--- config.mk ---
export PLATFORM = sky130hd
export DESIGN_NAME = fbchc_cell
export DESIGN_NICKNAME = d
export VERILOG_FILES = /design/src/rtl/fifo_block_cache_hit_counter_macros.svh /design/src/rtl/fbchc_pkg.sv /design/src/rtl/fbchc_cell.sv
export SDC_FILE = /design/constraint.sdc
export NUM_CORES = 1
export LEC_CHECK = 0
export BUFFER_PORTS_ARGS = -buffer_cell sky130_fd_sc_hd__buf_2
export CAP_MARGIN = 20
export CELL_PAD_IN_SITES_DETAIL_PLACEMENT = 1
export CELL_PAD_IN_SITES_GLOBAL_PLACEMENT = 1
export CORE_MARGIN = 2
export CORE_UTILIZATION = 27
export CTS_CLUSTER_SIZE = 28
export DETAILED_ROUTE_END_ITERATION = 10
export PLACE_DENSITY = 0.81
export SETUP_SLACK_MARGIN = 0.02
export SLEW_MARGIN = 40
export SYNTH_ARGS = -nofsm -noshare
export SYNTH_HDL_FRONTEND = slang
export SYNTH_SLANG_ARGS = --single-unit
--- constraint.sdc ---
create_clock -name i_clk -period 1.16 [get_ports i_clk]
set_input_delay 0.116 -clock i_clk [delete_from_list [all_inputs] [get_ports i_clk]]
set_output_delay 0.116 -clock i_clk [all_outputs]
set_load 0.02 [all_outputs]
--- src/rtl/fifo_block_cache_hit_counter_macros.svh ---
// Assertion macros used by the block's top-level RTL file.
`ifndef FIFO_BLOCK_CACHE_HIT_COUNTER_MACROS_SVH
`define FIFO_BLOCK_CACHE_HIT_COUNTER_MACROS_SVH

`ifndef SYNTHESIS
`define FBCHC_ASSERT(lbl, clk, rst_n, prop) \
    lbl: assert property (@(posedge clk) disable iff (!(rst_n)) prop) \
        else $error("fbchc assertion failed");
`define FBCHC_ASSERT_NEVER(lbl, clk, rst_n, expr) \
    lbl: assert property (@(posedge clk) disable iff (!(rst_n)) !(expr)) \
        else $error("fbchc forbidden condition seen");
`else
`define FBCHC_ASSERT(lbl, clk, rst_n, prop)
`define FBCHC_ASSERT_NEVER(lbl, clk, rst_n, expr)
`endif

`endif

--- src/rtl/fbchc_pkg.sv ---
`timescale 1ns / 1ps

package fbchc_pkg;

    localparam int MAX_ENTRIES  = 64;
    localparam int ADDR_WIDTH   = 64;
    localparam int IN_ADDR_W    = 64;
    localparam int CNT_W        = 48;
    localparam int CAP_W        = 7;
    localparam int OCC_W        = $clog2(MAX_ENTRIES + 1);
    localparam int CAP_RESET    = 50;

    typedef logic [ADDR_WIDTH-1:0] t_addr;
    typedef logic [CNT_W-1:0]      t_count;
    typedef logic [OCC_W-1:0]      t_occ;

    typedef struct packed {
        logic  shift;
        t_addr key;
    } t_cell_ctl;

endpackage

--- src/rtl/fbchc_cell.sv ---
`timescale 1ns / 1ps

module fbchc_cell (
    input  logic               i_clk,
    input  fbchc_pkg::t_cell_ctl i_ctl,
    input  fbchc_pkg::t_addr   i_prev_addr,
    output fbchc_pkg::t_addr   o_addr,
    output logic               o_match
);
    import fbchc_pkg::*;

    t_addr r_entry;
    t_addr n_entry;

    always_comb begin
        n_entry = r_entry;
        if (i_ctl.shift) begin
            n_entry = i_prev_addr;
        end
    end

    always_ff @(posedge i_clk) begin
        r_entry <= n_entry;
    end

    assign o_addr  = r_entry;
    assign o_match = (r_entry == i_ctl.key);

endmodule

==> results of run 1 <==
-- worst max-delay path: stages, from the launching register on --
cell and delay, ns:
edfxtp_1 0.43, xor2_1 0.17, nor4_2 0.30, nand4_1 0.22, nor4_4 0.31, buf_4 0.18
-- layout make-up --
| cell class | instances | area (sq um) |
|---|---|---|
| repair buffers | 270 | 1810 |
| clock inverters | 6 | 131 |
| flip-flops and latches | 64 | 1920 |
| fillers | 1003 | 4420 |
| multi-input cells | 85 | 751 |
| well taps | 129 | 161 |
| clock buffers | 10 | 128 |
-- worst min-delay path by stage --
stage / start / to / slack [ns]
2_1_floorplan: i_prev_addr[0] / o_addr[0] / 0.21
3_3_place_gp: i_prev_addr[6] / o_addr[6] / 0.29
3_5_place_dp: i_prev_addr[50] / o_addr[50] / 0.29
4_1_cts: i_ctl[64] / o_addr[56] / 0.26
5_1_grt: i_ctl[64] / o_addr[17] / 0.27
6_report: i_ctl[64] / o_addr[7] / 0.28
-- metrics by stage --
step           total power, mW  setup TNS (ns)  setup slack [ns]  util [%]  cell area, sq um
6_report                  6.64          -0.898            -0.898      52.6              4900
5_1_grt                   6.91           -1.14             -1.04      52.6              4900
4_1_cts                   6.66          -0.970            -0.970      52.3              4880
3_5_place_dp              3.90          -0.709            -0.709      41.6              3880
3_3_place_gp              3.86          -0.666            -0.666      41.6              3880
2_1_floorplan             3.34          -0.476            -0.476         -              2630
-- per-layer routing --
| layer | GRT usage (%) | up-vias | share of wire (%) | wire (um) |
|---|---|---|---|---|
| met4 | 7.28 | 0 | 2.1 | 206 |
| met2 | 34.6 | 138 | 54 | 5210 |
| met3 | 5.69 | 15 | 8.7 | 834 |
| li1 | - | 1120 | - | - |
| met1 | 17.7 | 1130 | 35 | 3380 |
| met5 | 0 | - | 0 | 0 |
-- report_power, final --
group / internal (mW) / switching (mW) / leakage [nW]
logic: 0.622 / 0.621 / 1.43
registers: 2.76 / 0.129 / 0.626
clock network: 1.64 / 0.870 / 0.124
total: 5.02 / 1.62 / 2.18
-- logic make-up (layout without fill, tap and decap cells) --
kind of cell              Yosys count  in the layout
xor gates and xnor gates           64             64
DFF                                64             64
and+or+nand+nor                    21             21
buffers and inverters               0            286
-- placed cells by master (no fill, tap or decap) --
cell type and n:
clkbuf_8 9, clkinvlp_4 1, buf_4 4, clkbuf_1 1, bufinv_16 4, clkinv_1 1
buf_12 2, buf_2 184, nor4_2 7, nor4_1 9, xor2_1 64, edfxtp_1 64
nand4_1 4, buf_6 16, nor4_4 1, dlygate4sd3_1 64
-- what timing repair did --
action                                  in CTS  in global routing
buffers inserted                             3                  5
hold buffers                                64                  0
pin swaps                                    4                  4
hold endpoints to repair                    64                  0
endpoints found under the setup margin      10                 10
resized for setup                           27                  8
==> flow_summary.rst, run 1 <==
.. list-table::
   :header-rows: 1

   * - Metric
     - Value
   * - Number of optimization iterations in the first detailed-route pass
     - 4
   * - CP required
     - 1.04 ns
   * - Fraction of the mapped netlist area in simple logic gates
     - 5.25%
   * - Most used standard cells in the synthesized netlist
     - 64 x edfxtp_1, 64 x xor2_1, 16 x nor4_1, 4 x nand4_1, 1 x nor4_2
   * - Number of buffer cells added on primary ports
     - 194
   * - CORE AREA
     - 9330 sq um
   * - Placer congestion estimate
     - 0.723
   * - Post-synth EDFFs
     - 64
   * - Synthesized area
     - 2620 sq um
   * - Worst hold slack
     - 0.281 ns
   * - Synthesis warning total
     - 0
   * - Share of the clock period used by the worst path after layout
     - 177%
   * - Failing checks
     - setup timing
   * - Top achievable clock speed
     - 486 MHz
   * - Class of the worst hold path
     - in2reg
   * - Rows
     - 35
   * - Sequential share of the synthesized area
     - 73.4%
   * - CP Launch Type
     - flip-flop
   * - Starting Density
     - 28.1%
   * - Post-synthesis cell type count
     - 5
   * - Worst hold path cell count
     - 2
   * - Primary flip-flop cell chosen by synthesis mapping
     - edfxtp_1
   * - Violation count after the first detailed-routing iteration
     - 38
   * - DRC viols
     - 0
   * - Number of global-route vias before repair
     - 2819
   * - Remaining max-slew budget at the tightest pin
     - 76.6%
   * - Critical path capture point type
     - output port
   * - Net total in the final layout
     - 560
   * - Layout cells sized above 1
     - 52.4%
   * - Crit path time final
     - 2.06 ns
   * - Clock input transition at the sequential cells of the worst setup and hold paths
     - 0.07 ns
   * - Number of I/O pins
     - 195
   * - Count of antenna diodes in the layout
     - 0
   * - Signal arrival time at the worst endpoint
     - 1.94 ns
   * - Area share of the largest cell type after synthesis
     - 73.4%
   * - Critical path peak fanout
     - 2
   * - Width of the die
     - 103 um
   * - Die area
     - 10500 sq um
   * - Clock sink count
     - 64
   * - Slew Viols, Final
     - 0
   * - Final antenna-violating net count
     - 0
   * - Gr ovfl total
     - 0
   * - Count of max-cap constraint violations
     - 0
   * - Ranking of synthesized cells by area
     - edfxtp_1 73%, xor2_1 21%, nor4_1 3.8%
   * - Worst setup endpoint
     - o_match
   * - Largest family of logic cells by synthesized area
     - XOR/XNOR gates
   * - Vias per std cell
     - 4.26
   * - Average detailed-routed wire length per instance
     - 17.1 um
   * - TritonCTS clock tree
     - done
   * - Post-synth net total
     - 279
   * - Number of cells in the design after placement
     - 484
   * - Post-synthesis async set-or-reset flop share
     - 0%
   * - Clock buffer count from CTS
     - 9
   * - Maximum number of buffers from clock root to sink
     - 2
   * - Largest net degree at the start of global routing
     - 35
   * - Adder and majority cell fraction of the synthesized area
     - 0%
   * - Layout overhead on the synthesized area
     - 87.2%
   * - Worst Tran Pin Value
     - 0.348 ns
   * - Root buf cell
     - clkbuf_8
   * - Number of standard cells in the final layout excluding fillers
     - 564
   * - Result of the run
     - finished with violations
   * - Number of cells produced by synthesis
     - 149
   * - Wire length of the first global-routing pass
     - 13.9 mm
   * - Syn Area/Cell
     - 17.6 sq um
   * - IR Drop Worst-Case VDD
     - 0.708 mV
   * - GR Util All Layers
     - 18.0%
   * - Compound-cell area share of the yosys netlist
     - 0%
   * - Total power density per cell area
     - 1350 nW/um^2
   * - Chip Height
     - 103 um
   * - Dominant cell type by area after synthesis
     - edfxtp_1
   * - Number of flip-flops in the largest register
     - 64
   * - Maximum level of the CTS H-tree
     - 3
   * - Leakage Power
     - 2.18 nW
   * - Share of synthesized area spent on multiplexers
     - 0%
   * - Xor and xnor fraction of the mapped netlist area
     - 21.4%
   * - DPL Wire Length
     - 6.21 mm
   * - Worst setup path category
     - reg2out
   * - Least setup slack across all paths after layout
     - -0.898 ns
   * - Final Hold Vio Count
     - 0
   * - Finish-stage setup viols
     - 1
   * - Launch point of the critical path
     - o_addr[22]
   * - Antenna violations before repair
     - 0
   * - Routed WL
     - 9.63 mm
   * - Number of flip-flops and latches in the synthesized netlist
     - 64
   * - Total number of vias
     - 2403
   * - Setup repair after global routing missed its margin
     - yes
No activity file was read; power rests on OpenSTA's default activity.
==> run 2, diff against run 1 <==
- CORE_UTILIZATION: 27 -> 28
- CTS_BUF_LIST: default -> sky130_fd_sc_hd__clkbuf_2
- CTS_CLUSTER_DIAMETER: default -> 200
- PLACE_DENSITY: 0.81 -> 0.83
==> run 2 against run 1 <==
Against the previous run:
- the run still ends with setup timing left
- final area rose by 2.6%
- clock power fell by 47%
- core utilization rose by 2.4 points
- final cell count fell by 2.0%
- worst hold slack got worse by 0.16 ns
- sequential share of layout area fell by 0.97 points
- first-iteration DRC count rose by 82%
- critical path depth did not move
- combinational power rose by 12%
- flip-flop and latch count did not move
- critical endpoint unchanged
==> flow_summary.rst, run 2 (same netlist as run 1, synthesis figures left out) <==
.. list-table::
   :header-rows: 1

   * - Metric
     - Value
   * - Result of the run
     - finished with violations (unchanged)
   * - Failing checks
     - setup timing (unchanged)
   * - Most frequent cells in the layout
     - 144 x buf_2, 64 x xor2_1, 64 x dlygate4sd3_1, 64 x edfxtp_1, 61 x buf_6 (was 184 x buf_2, 64 x xor2_1, 64 x dlygate4sd3_1, 64 x edfxtp_1, 16 x buf_6)
   * - Die area
     - 10100 sq um (was 10500 sq um)
   * - Clock input transition at the sequential cells of the worst setup and hold paths
     - 0.20 ns (was 0.07 ns)
   * - Least setup slack across all paths after layout
     - -1.17 ns (was -0.898 ns)
   * - Critical path peak fanout
     - 2 (unchanged)
   * - Post-route design area
     - 5030 sq um (was 4900 sq um)
   * - Layout overhead on the synthesized area
     - 92.0% (was 87.2%)
   * - Hold path endpoint
     - o_addr[20] (was o_addr[7])
   * - Met3 layer usage reported by global route
     - 5.83% (was 5.69%)
   * - Maximum number of buffers from clock root to sink
     - 2 (unchanged)
   * - Setup repair after global routing missed its margin
     - yes (unchanged)
   * - TritonCTS clock tree
     - done (unchanged)
   * - Slew Viols, Final
     - 0 (unchanged)
   * - Remaining max-slew budget at the tightest pin
     - 76.3% (was 76.6%)
   * - Clock sink count
     - 64 (unchanged)
   * - Rows
     - 35 (unchanged)
   * - Class of the worst hold path
     - in2reg (unchanged)
   * - Clock buffer count from CTS
     - 9 (unchanged)
   * - Signal arrival time at the worst endpoint
     - 2.21 ns (was 1.94 ns)
   * - Starting Density
     - 28.6% (was 28.1%)
   * - Count of antenna diodes in the layout
     - 0 (unchanged)
   * - IR Drop Worst-Case VDD
     - 0.679 mV (was 0.708 mV)
   * - Gr ovfl total
     - 0 (unchanged)
   * - Root buf cell
     - clkbuf_2 (was clkbuf_8)
   * - Number of buffer cells added on primary ports
     - 194 (unchanged)
   * - Leakage Power
     - 2.25 nW (was 2.18 nW)
   * - CP Launch Type
     - flip-flop (unchanged)
   * - Share of the clock period used by the worst path after layout
     - 200% (was 177%)
   * - Post-placement cell area
     - 3900 sq um (was 3880 sq um)
   * - Number of flip-flops in the largest register
     - 64 (unchanged)
   * - CORE AREA
     - 9150 sq um (was 9330 sq um)
   * - Number of optimization iterations in the first detailed-route pass
     - 4 (unchanged)
   * - Filler instances
     - 955 (was 1003)
   * - Total power density per cell area
     - 1120 nW/um^2 (was 1350 nW/um^2)
   * - Wire length of the first global-routing pass
     - 14.0 mm (was 13.9 mm)
   * - Average detailed-routed wire length per instance
     - 17.9 um (was 17.1 um)
   * - Final Hold Vio Count
     - 0 (unchanged)
   * - Layout cells sized above 1
     - 52.5% (was 52.4%)
   * - Top achievable clock speed
     - 430 MHz (was 486 MHz)
   * - Placer congestion estimate
     - 0.720 (was 0.723)
   * - Met1 track demand over resource in global routing
     - 17.8% (was 17.7%)
   * - Start point of the worst min-delay path
     - i_ctl[64] (unchanged)
   * - Violation count after the first detailed-routing iteration
     - 69 (was 38)
   * - Worst Tran Pin Value
     - 0.352 ns (was 0.348 ns)
   * - Routed WL
     - 9.91 mm (was 9.63 mm)
   * - Finish-stage setup viols
     - 64 (was 1)
   * - Total number of vias
     - 2464 (was 2403)
   * - Chip Height
     - 101 um (was 103 um)
   * - CP required
     - 1.04 ns (about the same)
   * - Number of global-route vias before repair
     - 2876 (was 2819)
   * - Vias per std cell
     - 4.46 (was 4.26)
   * - GR Util All Layers
     - 18.6% (was 18.0%)
   * - Count of max-cap constraint violations
     - 0 (unchanged)
   * - Net total in the final layout
     - 567 (was 560)
   * - Crit path time final
     - 2.33 ns (was 2.06 ns)
   * - DPL Wire Length
     - 6.09 mm (was 6.21 mm)
   * - GRT Max-Usage Layer
     - met2 (unchanged)
   * - Met2 usage in global routing
     - 36.4% (was 34.6%)
   * - Final antenna-violating net count
     - 0 (unchanged)
   * - Overall power of the completed layout
     - 5.63 mW (was 6.64 mW)
   * - Largest net degree at the start of global routing
     - 33 (was 35)
   * - Critical path capture point type
     - output port (unchanged)
   * - Width of the die
     - 101 um (was 103 um)
   * - Most common cell after layout, fill and taps aside
     - buf_2 (unchanged)
   * - DRC viols
     - 0 (unchanged)
   * - Worst hold path cell count
     - 2 (unchanged)
   * - Maximum level of the CTS H-tree
     - 3 (unchanged)
   * - Number of I/O pins
     - 195 (unchanged)
   * - Antenna violations before repair
     - 0 (unchanged)
   * - Worst setup path category
     - reg2out (unchanged)
==> run 2: worst max-delay path by stage <==
| stage | from | end | slack [ns] | depth (start not counted) |
|---|---|---|---|---|
| 2_1_floorplan | o_addr[28] | o_match | -0.48 | 4 |
| 3_3_place_gp | o_addr[4] | o_match | -0.69 | 6 |
| 3_5_place_dp | o_addr[53] | o_match | -0.70 | 6 |
| 4_1_cts | o_addr[39] | o_match | -1.21 | 5 |
| 5_1_grt | o_addr[13] | o_match | -1.32 | 5 |
| 6_report | o_addr[60] | o_match | -1.17 | 5 |
==> run 2: layout make-up <==
type,instances,area [sq um],share of cell area [%]
Multi-Input combinational cell,85,726,14.4
Sequential cell,64,1920,38.2
Clock buffer,10,50.0,0.995
Clock inverter,6,60.1,1.19
Tap cell,111,139,2.76
Timing Repair Buffer,277,2130,42.4
==> run 2: per-layer routing <==
metal / vias to the layer above / wire length, um
li1: 1133 / -
met1: 1175 / 3300
met2: 138 / 5560
met3: 18 / 809
met4: 0 / 236
met5: - / 0
==> run 2: stage by stage <==
stage	util [%]	hold slack (ns)	std cells	TNS [ns]	worst slack, ns
after floorplan	-	0.215	149	-0.476	-0.476
after global placement	42.6	0.292	472	-0.693	-0.693
after detailed placement	42.6	0.294	472	-0.700	-0.700
after CTS	53.9	0.0600	552	-9.46	-1.21
after global routing	55.0	0.0636	553	-11.31	-1.32
final	55.0	0.121	553	-5.55	-1.17
==> run 2: worst max-delay path: stages (launching register included) <==
cell	delay, ns
edfxtp_1	0.44
xor2_1	0.17
nor4_2	0.37
nand4_1	0.26
nor4_4	0.33
buf_4	0.18
==> run 2: power breakdown <==
group	internal [mW]	total (mW)	leakage, nW	switching [mW]
Combinational	0.770	1.39	1.55	0.622
Sequential	2.76	2.91	0.626	0.155
Clock	0.497	1.32	0.0693	0.828
==> run 2: what timing repair did <==
item | in CTS | in global routing
hold buffers | 64 | 0
setup endpoints to repair | 65 | 65
endpoints found under the hold margin | 64 | 0
pin swaps | 3 | 2
resized for setup | 88 | 35
buffers inserted | 9 | 10
