===== src/rtl/fifo_block_cache_hit_counter_macros.svh =====
// Assertion macros used by the block's top-level RTL file.
`ifndef FIFO_BLOCK_CACHE_HIT_COUNTER_MACROS_SVH
`define FIFO_BLOCK_CACHE_HIT_COUNTER_MACROS_SVH

`ifndef SYNTHESIS
`define FBCHC_ASSERT(lbl, clk, rst_n, prop) \
    lbl: assert property (@(posedge clk) disable iff (!(rst_n)) prop) \
        else $error("fbchc assertion failed");
`define FBCHC_ASSERT_NEVER(lbl, clk, rst_n, expr) \
    lbl: assert property (@(posedge clk) disable iff (!(rst_n)) !(expr)) \
        else $error("fbchc forbidden condition seen");
`else
`define FBCHC_ASSERT(lbl, clk, rst_n, prop)
`define FBCHC_ASSERT_NEVER(lbl, clk, rst_n, expr)
`endif

`endif


===== src/rtl/fbchc_pkg.sv =====
`timescale 1ns / 1ps

package fbchc_pkg;

    localparam int MAX_ENTRIES  = 64;
    localparam int ADDR_WIDTH   = 64;
    localparam int IN_ADDR_W    = 64;
    localparam int CNT_W        = 48;
    localparam int CAP_W        = 7;
    localparam int OCC_W        = $clog2(MAX_ENTRIES + 1);
    localparam int CAP_RESET    = 50;

    typedef logic [ADDR_WIDTH-1:0] t_addr;
    typedef logic [CNT_W-1:0]      t_count;
    typedef logic [OCC_W-1:0]      t_occ;

    typedef struct packed {
        logic  shift;
        t_addr key;
    } t_cell_ctl;

endpackage


===== src/rtl/fbchc_sat_counter.sv =====
`timescale 1ns / 1ps

module fbchc_sat_counter (
    input  logic                i_clk,
    input  logic                i_rst_n,
    input  logic                i_inc,
    output fbchc_pkg::t_count   o_count,
    output fbchc_pkg::t_count   o_next
);
    import fbchc_pkg::*;

    t_count r_count;
    t_count n_count;

    always_comb begin
        n_count = r_count;
        if (i_inc && (r_count != {CNT_W{1'b1}})) begin
            n_count = r_count + t_count'(1);
        end
    end

    always_ff @(posedge i_clk) begin
        if (!i_rst_n) begin
            r_count <= '0;
        end else begin
            r_count <= n_count;
        end
    end

    assign o_count = r_count;
    assign o_next  = n_count;

endmodule

===== config.mk =====
export PLATFORM = sky130hd
export DESIGN_NAME = fbchc_sat_counter
export DESIGN_NICKNAME = d
export VERILOG_FILES = /design/src/rtl/fifo_block_cache_hit_counter_macros.svh /design/src/rtl/fbchc_pkg.sv /design/src/rtl/fbchc_sat_counter.sv
export SDC_FILE = /design/constraint.sdc
export NUM_CORES = 1
export LEC_CHECK = 0
export BUFFER_PORTS_ARGS = -buffer_cell sky130_fd_sc_hd__buf_2
export CAP_MARGIN = 25
export CORE_UTILIZATION = 45
export CTS_CLUSTER_DIAMETER = 150
export DETAILED_ROUTE_END_ITERATION = 8
export PLACE_DENSITY_LB_ADDON = 0.1
export SYNTH_ARGS = -nofsm -noshare
export SYNTH_HDL_FRONTEND = slang
export SYNTH_SLANG_ARGS = --single-unit

===== constraint.sdc =====
create_clock -name i_clk -period 2.6 [get_ports i_clk]
set_clock_uncertainty 0.15 [all_clocks]
set_input_delay 0.39 -clock i_clk [delete_from_list [all_inputs] [get_ports i_clk]]
set_output_delay 0.39 -clock i_clk [all_outputs]
set_load 0.05 [all_outputs]

==> impl_metrics.yaml, run 1 <==
clock_network:
  cts_sinks: 48
  ctsRootBufferMaster: "clkbuf_8"
  h-tree-depth: 2
  numCtsBuffers: 5
  clock_tree.buffer_depth: 2
synth:
  main_synth_ff_type: "dfxtp_1"
  ys_warn_count: 0
  post_synth.cell_area_avg_um2: 7.94
  synth.largest_area_cell: "dfxtp_1"
  netlist_top_cells_count: "nand2_1, dfxtp_1, mux2i_1, nand2b_1, xor2_1"
  synth_edf_count: 0
  synth.cell_area_um2: 3140
  yosysMostFrequentCell: "nand2_1"
  synth-seq-cells: 48
  synth_cell_type_count: 41
  postSynthNetCount: 399
  ys_async_sr_fraction: 0
  synthTopCellsByArea: "dfxtp_1, mux2i_1, xor2_1"
  post_synth_inst_count: 395
  yosysTopAreaCellShare: 0.306
  seq_total_area_yosys: 0.306
status:
  status: "aborted with a tool error"
  error: "[ERROR GRT-0232] Routing congestion too high. Check the congestion heatmap in the GUI."
  failed_stage: "global routing"
floorplan:
  core.rowCount: 30
  top_ports: 99
  start_util: 0.464
  die_w_um: 85.5
  chipHeight_um: 85.5
timing:
  worst_endpoint_after_global_route_timing_repair: "o_next[1]"
  worst_endpoint_kind: "top-level output"
global_route:
  leftover_overflow_at_the_end_of_global_routing: 315
  grtUsageTotal: 0.888
  grt_start_max_net_pins: 74
placed_design:
  port_buffers: 98
  post-dp-hpwl_um: 8020
  gpl.final_weighted_congestion: 0.927
  post-place-ws_ps: -312
## stage by stage
step            util  std cells  instance area (um^2)  hold slack, ps
2_1_floorplan      -        395                  3850             414
3_3_place_gp   0.793        691                  5360             345
3_5_place_dp   0.793        691                  5360             380
4_1_cts        0.931        728                  6290             395
## timing repair
action / CTS
cloned: 3
endpoints found under the hold margin: 0
resized for setup: 173
endpoints found under the setup margin: 48
hold buffers: 0
buffers inserted: 29
pin swaps: 38
## per-layer routing
layer | GRT usage | overflow
met5 | 0.0909 | 0
met4 | 0.994 | 77
met3 | 0.618 | 0
met2 | 1.13 | 235
met1 | 0.880 | 3
## logic make-up after synthesis
kind of cell    Yosys count  share of synthesized area
compound gates           23                     0.0431
buf+inv                  25                     0.0339
fa+ha+maj                 1                    0.00399
simple gates            226                      0.397
mux                      37                      0.118
flops                    48                      0.306
xor+xnor                 35                     0.0977
==> inputs of run 2 (changes only) <==
CORE_UTILIZATION = 30   (was 45)
CTS_CLUSTER_DIAMETER = not set   (was 150)
PLACE_DENSITY_LB_ADDON = 0.15   (was 0.1)
clock period = 3.4 ns   (was 2.6 ns; I/O delays follow)
==> run 2 against run 1 <==
- the flow now finishes without violations
- area after synthesis unchanged
- synthesized cell count unchanged
==> impl_metrics.yaml, run 2 <==
status:
  status: "finished clean"
cells_and_area:
  drive_above_1_share: 0.459
  multi_input_comb_area_um2: 2480
  num-nets-final: 533
  largest_reg_flops: 48
  antenna-diode-count: 0
  final_common_cell: "nand2_1"
  seq_area_um2: 1000
  layout.cells.most_common_list: "nand2_1, buf_2, buf_4"
  final_util: 0.479
  nFillCells: 994
  syn2layout_area_growth_pct: 51.8
power:
  power.density_cell_area_nw_per_um2: 217
  ir_worst_vdd_v: 0.000125
  power.leakage_nw: 2.12
synth:
  netlist_top_cells_count: "nand2_1, dfxtp_1, mux2i_1, nand2b_1, xor2_1"
  synth_edf_count: 0
  yosysMostFrequentCell: "nand2_1"
  post_synth_inst_count: 395
  synth.cell_area_um2: 3140
  main_synth_ff_type: "dfxtp_1"
  ys_warn_count: 0
  synth-seq-cells: 48
  synthTopCellsByArea: "dfxtp_1, mux2i_1, xor2_1"
  seq_total_area_yosys: 0.306
  yosysTopAreaCellShare: 0.306
  ys_async_sr_fraction: 0
  postSynthNetCount: 399
  post_synth.cell_area_avg_um2: 7.94
  synth_cell_type_count: 41
  synth.largest_area_cell: "dfxtp_1"
global_route:
  globalRoute.busiestLayer: "met2"
  antenna_found_initial: 0
  grt_start_max_net_pins: 34
  groute.layer.met3.usage: 0.0301
  first_global_vias: 3015
  global_route.usage.met2: 0.291
  global_route.usage.met1: 0.250
  grtUsageTotal: 0.179
  leftover_overflow_at_the_end_of_global_routing: 0
  grt_pass1_wl_um: 15800
route:
  vias_per_cell: 4.97
  detailed_router_iteration_count_before_antenna_repair: 4
  antenna_left: 0
  wire_per_inst_um: 15.2
  dr_total_vias: 3291
  finalWirelength_um: 10100
  drt_first_iter_violations: 169
  remaining_drc_errors: 0
floorplan:
  chipHeight_um: 104
  core.rowCount: 36
  top_ports: 99
  start_util: 0.315
  die_w_um: 104
  core_area_um2: 9950
  fp.dieArea_um2: 10900
placed_design:
  post-place-ws_ps: 58.0
  gpl.final_weighted_congestion: 0.775
  port_buffers: 98
  post-dp-hpwl_um: 7390
timing:
  clock.fmax_ghz: 0.299
  slew-limit-headroom: 0.586
  timing_worst_slew_pin_value_ps: 615
  fin_crit_ps: 3340
  hold_ws_ps: 349
  post-route-worst-setup-slack_ps: 56.6
  final_hold_viol_count: 0
  timing.final.crit_share: 0.983
  rsz0062_at_grt: "true"
  timing_max_transition_violations_final: 0
  timing.final.setup_violations: 0
clock_network:
  cts_sinks: 48
  clock_latency_ps: 300
  h-tree-depth: 2
  ctsRootBufferMaster: "clkbuf_8"
  cts_tree: "yes"
  cts_hold_buffers: 0
  numCtsBuffers: 5
  clock_tree.buffer_depth: 2
  clkSlewWorstSetupHoldPaths_ps: 90
worst_setup_path:
  criticalPathCategory: "flip-flop to output port"
  cp-end-kind: "output port"
  cp_max_fo: 6
  required_ps: 2740
  critical_path_arrival_ps: 2680
  timing.critical_path.from_type: "flip-flop"
hold_path:
  min-delay-path-class: "flip-flop to flip-flop"
job:
  drv_cap: 0
run 2: cell counts after synthesis:
Identical to the previous run, type by type.
run 2: per-layer routing:
layer / up-vias / routed length, um
li1: 1649 / -
met1: 1540 / 4830
met2: 95 / 4690
met3: 7 / 516
met4: 0 / 51
met5: - / 0
run 2: repair_timing:
item / CTS / global route
gates cloned: 0 / 3
buffers inserted: 8 / 8
pin swaps: 4 / 5
resized for setup: 12 / 105
endpoints found under the setup margin: 42 / 42
run 2: power breakdown:
part | total (W) | internal (W) | switching [W]
logic | 0.0000896 | 0.0000305 | 0.0000591
registers | 0.000564 | 0.000561 | 0.00000253
clock network | 0.000381 | 0.000182 | 0.000199
total | 0.00103 | 0.000773 | 0.000261
run 2: worst max-delay path: stages (launching register included):
cell and delay, ps:
dfxtp_2 380, nand3_1 260, or4_4 620, or4_4 560, nand2_4 100, mux2_4 310
buf_8 150
run 2: cell type report:
cell class                      instances  area share
Multi-Input combinational cell        322       0.520
Timing Repair Buffer                  147       0.211
Sequential cell                        48       0.210
Tap cell                              133      0.0349
Clock buffer                            7      0.0202
Inverter                                5     0.00394
run 2: kinds of logic after synthesis:
| logic type | Yosys count | synth area share |
|---|---|---|
| AO/OA/AOI/OAI | 23 | 0.0431 |
| XOR/XNOR | 35 | 0.0977 |
| adder cells (fa/ha/maj) | 1 | 0.00399 |
| buffers and inverters | 25 | 0.0339 |
| flip-flops | 48 | 0.306 |
| multiplexers | 37 | 0.118 |
| AND/OR/NAND/NOR | 226 | 0.397 |
run 2: final timing paths:
check | start | slack [ps] | cells after the start | end
max reg2reg | o_count[6] | 870 | 7 | o_count[0]
max | o_count[6] | 60 | 6 | o_next[1]
min | o_count[7] | 350 | 2 | o_count[7]
min reg2reg | o_count[7] | 350 | 2 | o_count[7]
run 2: stage by stage:
| step | setup TNS [ps] | cells | power, W | area [um^2] |
|---|---|---|---|---|
| 2_1_floorplan | -13.4 | 395 | 0.000638 | 3390 |
| 3_3_place_gp | 0 | 636 | 0.000654 | 4200 |
| 3_5_place_dp | 0 | 636 | 0.000655 | 4200 |
| 4_1_cts | 0 | 651 | 0.00105 | 4390 |
| 5_1_grt | -638 | 662 | 0.00108 | 4760 |
| 6_report | 0 | 662 | 0.00103 | 4760 |
No activity file was read; power rests on OpenSTA's default activity.
==> inputs of run 3 (changes only) <==
GPL_TIMING_DRIVEN = 0   (was not set)
==> run 3 against run 2 <==
- register-to-register slack better by 30 ps
- via count up 1.2%
- sequential power down 1%
- critical endpoint is now o_next[40]
- core utilization fell by 0.69 points
- worst setup slack better by 4.0 ps
==> impl_metrics.yaml, run 3 (synthesis gave the netlist of run 2 again) <==
route:
  vias_per_cell: 5.19
  finalWirelength_um: 10800
  met3_wirelength_from_detailed_routing_um: 559
  wire_per_inst_um: 16.8
  detailed_router_iteration_count_before_antenna_repair: 4
  maxUsedRoutingLayer: "met4"
  dr_total_vias: 3332
  wl_met2_um: 5200
  wirelength_met1_um: 4940
  antenna_left: 0
  drt_first_iter_violations: 127
  remaining_drc_errors: 0
timing:
  rsz0062_at_grt: "true"
  final_hold_viol_count: 0
  post-route-worst-setup-slack_ps: 60.6
  timing.final.crit_share: 0.982
  timing.final.setup_violations: 0
  fin_crit_ps: 3340
  clock.fmax_ghz: 0.299
  timing_worst_slew_pin_value_ps: 670
  timing_max_transition_violations_final: 0
  slew-limit-headroom: 0.553
  timing.setup.tns_ps: 0
floorplan:
  chipHeight_um: 104
  fp.dieArea_um2: 10900
  core.rowCount: 36
  die_w_um: 104
  start_util: 0.315
  top_ports: 99
  core_area_um2: 9950
worst_setup_path:
  cp_max_fo: 8
  criticalPathCategory: "flip-flop to output port"
  critical_path_arrival_ps: 2680
  cp-end-kind: "output port"
  max_stage_delay_ps: 550
  rr_startpoint: "o_count[26]"
  timing.critical_path.mode_cell: "buf_6"
  cp_slowest_cell: "or4_4"
  startpoint: "o_count[1]"
  ff2ff_setup_slack_ps: 900
  critical_path_cell_sequence: "ha_4 -> nand4_1 -> or2_1 -> or4_4 -> buf_6 -> or3_1 -> nand2_1 -> buf_6"
  timing.critical_path.from_type: "flip-flop"
  required_ps: 2740
clock_network:
  clock_latency_ps: 300
  cts_tree: "yes"
  ctsRootBufferMaster: "clkbuf_8"
  cts_sinks: 48
  h-tree-depth: 2
  numCtsBuffers: 5
  clkSlewWorstSetupHoldPaths_ps: 90
  clock_tree.buffer_depth: 2
cells_and_area:
  layout.cells.most_common_list: "nand2_1, buf_2, mux2i_1"
  final_common_cell: "nand2_1"
  largest_reg_flops: 48
  drive_above_1_share: 0.460
  num-nets-final: 513
  antenna-diode-count: 0
  nFillCells: 1000
  syn2layout_area_growth_pct: 49.6
hold_path:
  min-delay-path-class: "flip-flop to flip-flop"
  hold_path_origin: "o_count[4]"
status:
  status: "finished clean"
global_route:
  grt_start_max_net_pins: 14
  first_global_vias: 3210
  grtUsageTotal: 0.198
  grt_pass1_wl_um: 17000
  antenna_found_initial: 0
  leftover_overflow_at_the_end_of_global_routing: 0
placed_design:
  port_buffers: 96
  post-place-ws_ps: -119
  post-dp-hpwl_um: 7850
  gpl.final_weighted_congestion: 0.785
power:
  power.leakage_nw: 2.01
  ir_worst_vdd_v: 0.000138
  power.density_cell_area_nw_per_um2: 211
job:
  drv_cap: 0
## run 3: cell types whose count changed in the layout (fill, tap and decap cells not counted), moves of 3 or more
cell	previous run	this run
dfxtp_1	25	14
dfxtp_4	4	13
buf_2	62	67
nor3_2	6	12
nor4_4	3	6
buf_4	61	35
nor3_1	16	8
nor4_2	5	2
buf_6	13	8
clkbuf_1	0	10
clkbuf_4	10	3
## run 3: final cells by class
cell class	count	area [um^2]	share of cell area
repair buffers	110	701	0.149
clock buffers	6	72.6	0.0155
flip-flops and latches	48	1040	0.221
multi-input cells	322	2590	0.551
clock inverters	1	5.00	0.00107
plain buffers	17	106	0.0227
inverters	5	18.8	0.00400
well taps	133	166	0.0354
## run 3: path summary, 6_finish.rpt
path | endpoint | cells past startpoint
setup reg to reg | o_count[9] | 6
setup / recovery | o_next[40] | 8
hold / removal | o_count[4] | 2
hold reg to reg | o_count[4] | 2
## run 3: repair_timing
item / in CTS / in global routing
setup endpoints to repair: 47 / 46
hold buffers: 0 / 0
pin swaps: 7 / 10
gates resized for setup: 79 / 49
buffers inserted: 10 / 4
## run 3: worst max-delay path: cells and delay by family (launching register included)
kind / cells / cell delay, ps
simple gates: 5 / 1560
flops: 1 / 360
buf+inv: 2 / 330
fa+ha+maj: 1 / 130
## run 3: routing by layer
| metal | up-vias | global-route usage |
|---|---|---|
| met5 | - | 0 |
| met4 | 0 | 0.0480 |
| li1 | 1603 | - |
| met3 | 11 | 0.0351 |
| met1 | 1623 | 0.261 |
| met2 | 95 | 0.335 |
## run 3: stage by stage
step	utilization	std cells	hold WS, ps	instance area [um^2]	power (W)
floorplan	-	395	439	3390	0.000638
global placement	0.406	624	318	4040	0.000658
detailed placement	0.406	624	332	4040	0.000659
CTS	0.452	638	358	4500	0.00101
global route	0.472	642	386	4690	0.00103
finish	0.472	642	363	4690	0.000989
## run 3: power by group
part / leakage (nW) / internal, W / switching, W
Combinational: 1.56 / 0.0000311 / 0.0000641
Clock: 0.0410 / 0.000141 / 0.000196
Sequential: 0.408 / 0.000554 / 0.00000250
==> inputs of run 4 (changes only) <==
PLACE_DENSITY_LB_ADDON = 0.25   (was 0.15)
==> run 4 against run 3 <==
- via count grew 1.6%
- fmax shrank 0.16%
- flip-flop and latch count is the same
- hold slack lost 5.5 ps
- cell count grew 1.9%
- sequential share of layout area shrank 0.43 points
- design area grew 2.0%
- critical path depth shrank 1
- worst setup slack lost 5.2 ps
- core utilization grew 0.93 points
- wire length shrank 2.6%
- critical endpoint is now o_next[1]
==> impl_metrics.yaml, run 4 (synthesis gave the netlist of run 2 again) <==
worst_setup_path:
  ff2ff_setup_slack_ps: 900
  critical_path.n_buffers_inverters: 1
  critical_path_arrival_ps: 2680
  timing.critical_path.mode_cell: "or4_4"
  cp_slowest_cell: "or4_4"
  required_ps: 2740
  cp_max_fo: 4
  criticalPathCategory: "flip-flop to output port"
  timing.critical_path.from_type: "flip-flop"
  cp-end-kind: "output port"
  timing.critical_path.max_delay_family: "simple AND/OR/NAND/NOR gates"
  critical_path_cell_sequence: "ha_4 -> nand4_1 -> or4_4 -> or4_4 -> nand2_4 -> mux2_4 -> buf_8"
  max_stage_delay_ps: 590
floorplan:
  core.rowCount: 36
  chipHeight_um: 104
  core_area_um2: 9950
  start_util: 0.315
  die_w_um: 104
  fp.dieArea_um2: 10900
  top_ports: 99
timing:
  fin_crit_ps: 3340
  rsz0062_at_grt: "true"
  timing_worst_slew_pin_value_ps: 626
  timing.final.crit_share: 0.984
  timing_max_transition_violations_final: 0
  post-route-worst-setup-slack_ps: 55.4
  clock.fmax_ghz: 0.299
  final_hold_viol_count: 0
  timing.final.setup_violations: 0
  slew-limit-headroom: 0.583
placed_design:
  gpl.final_weighted_congestion: 0.811
  port_buffers: 96
  post-place-ws_ps: -98.4
  post-dp-hpwl_um: 7720
  placed_cell_area_um2: 4040
clock_network:
  cts_tree: "yes"
  clkSlewWorstSetupHoldPaths_ps: 90
  h-tree-depth: 2
  numCtsBuffers: 5
  clock_latency_ps: 310
  cts_sinks: 48
  clock_tree.buffer_depth: 2
  ctsRootBufferMaster: "clkbuf_8"
global_route:
  leftover_overflow_at_the_end_of_global_routing: 0
  grtUsageTotal: 0.192
  antenna_found_initial: 0
  first_global_vias: 3110
  grt_pass1_wl_um: 16600
  grt_start_max_net_pins: 14
cells_and_area:
  layout.cells.most_common_list: "buf_2, nand2_1, buf_4"
  seq_area_um2: 1040
  final_common_cell: "buf_2"
  drive_above_1_share: 0.470
  syn2layout_area_growth_pct: 52.6
  antenna-diode-count: 0
  multi_input_comb_area_um2: 2620
  num-nets-final: 525
  nFillCells: 958
  final_design_area_no_fill_um2: 4790
  largest_reg_flops: 48
route:
  detailed_router_iteration_count_before_antenna_repair: 4
  dr_total_vias: 3384
  remaining_drc_errors: 0
  drt_first_iter_violations: 225
  finalWirelength_um: 10500
  wire_per_inst_um: 16.1
  antenna_left: 0
  vias_per_cell: 5.17
power:
  p_total_w: 0.000985
  ir_worst_vdd_v: 0.000143
  power.density_cell_area_nw_per_um2: 206
  power.leakage_nw: 2.08
status:
  status: "finished clean"
job:
  drv_cap: 0
hold_path:
  min-delay-path-class: "flip-flop to flip-flop"
-- run 4: changes by cell type in the layout (fill, tap and decap cells not counted), sizes merged --
| cell | previous run | this run |
|---|---|---|
| buf | 115 | 122 |
| clkbuf | 18 | 23 |
-- run 4: layout make-up --
type | instances | area share
flip-flops and latches | 48 | 0.216
clock buffers | 6 | 0.0152
clock inverters | 1 | 0.00105
plain buffers | 17 | 0.0235
inverters | 5 | 0.00392
multi-input cells | 322 | 0.546
well taps | 133 | 0.0348
repair buffers | 122 | 0.159
-- run 4: path summary, 6_finish.rpt --
kind / from / end / cells after the start
worst max-delay path: o_count[1] / o_next[1] / 7
worst min-delay path: o_count[31] / o_count[31] / 2
worst max register to register: o_count[29] / o_count[44] / 7
worst min register to register: o_count[31] / o_count[31] / 2
-- run 4: repair_timing --
item,in CTS,in global routing
pin swaps,6,10
resized for setup,62,72
gates cloned,0,0
hold buffers,0,0
buffers inserted,10,16
hold endpoints to repair,0,0
setup endpoints to repair,48,48
-- run 4: report_power, final --
part	leakage [nW]	switching (W)	internal (W)	total, W
combinational	1.63	0.0000624	0.0000284	0.0000907
sequential	0.407	0.00000263	0.000554	0.000556
clock	0.0410	0.000198	0.000141	0.000338
-- run 4: per-stage QoR --
step                TNS (ps)  utilization  std cells  hold WS, ps
floorplan              -13.4            -        395          439
global placement        -345        0.406        624          323
detailed placement      -792        0.406        624          330
CTS                        0        0.445        638          363
global route           -41.1        0.481        654          375
finish                     0        0.481        654          358
-- run 4: per-layer routing --
layer	track usage	routed length [um]	up-vias
li1	-	-	1627
met2	0.305	5030	118
met5	0	0	-
met3	0.0370	679	7
met1	0.267	4740	1632
met4	0.0439	83	0
-- run 4: worst min-delay path, delay by kind of cell, from the launching register on --
kind             cells  cell delay, ps
muxes                1              50
and+or+nand+nor      1              60
DFF                  1             360
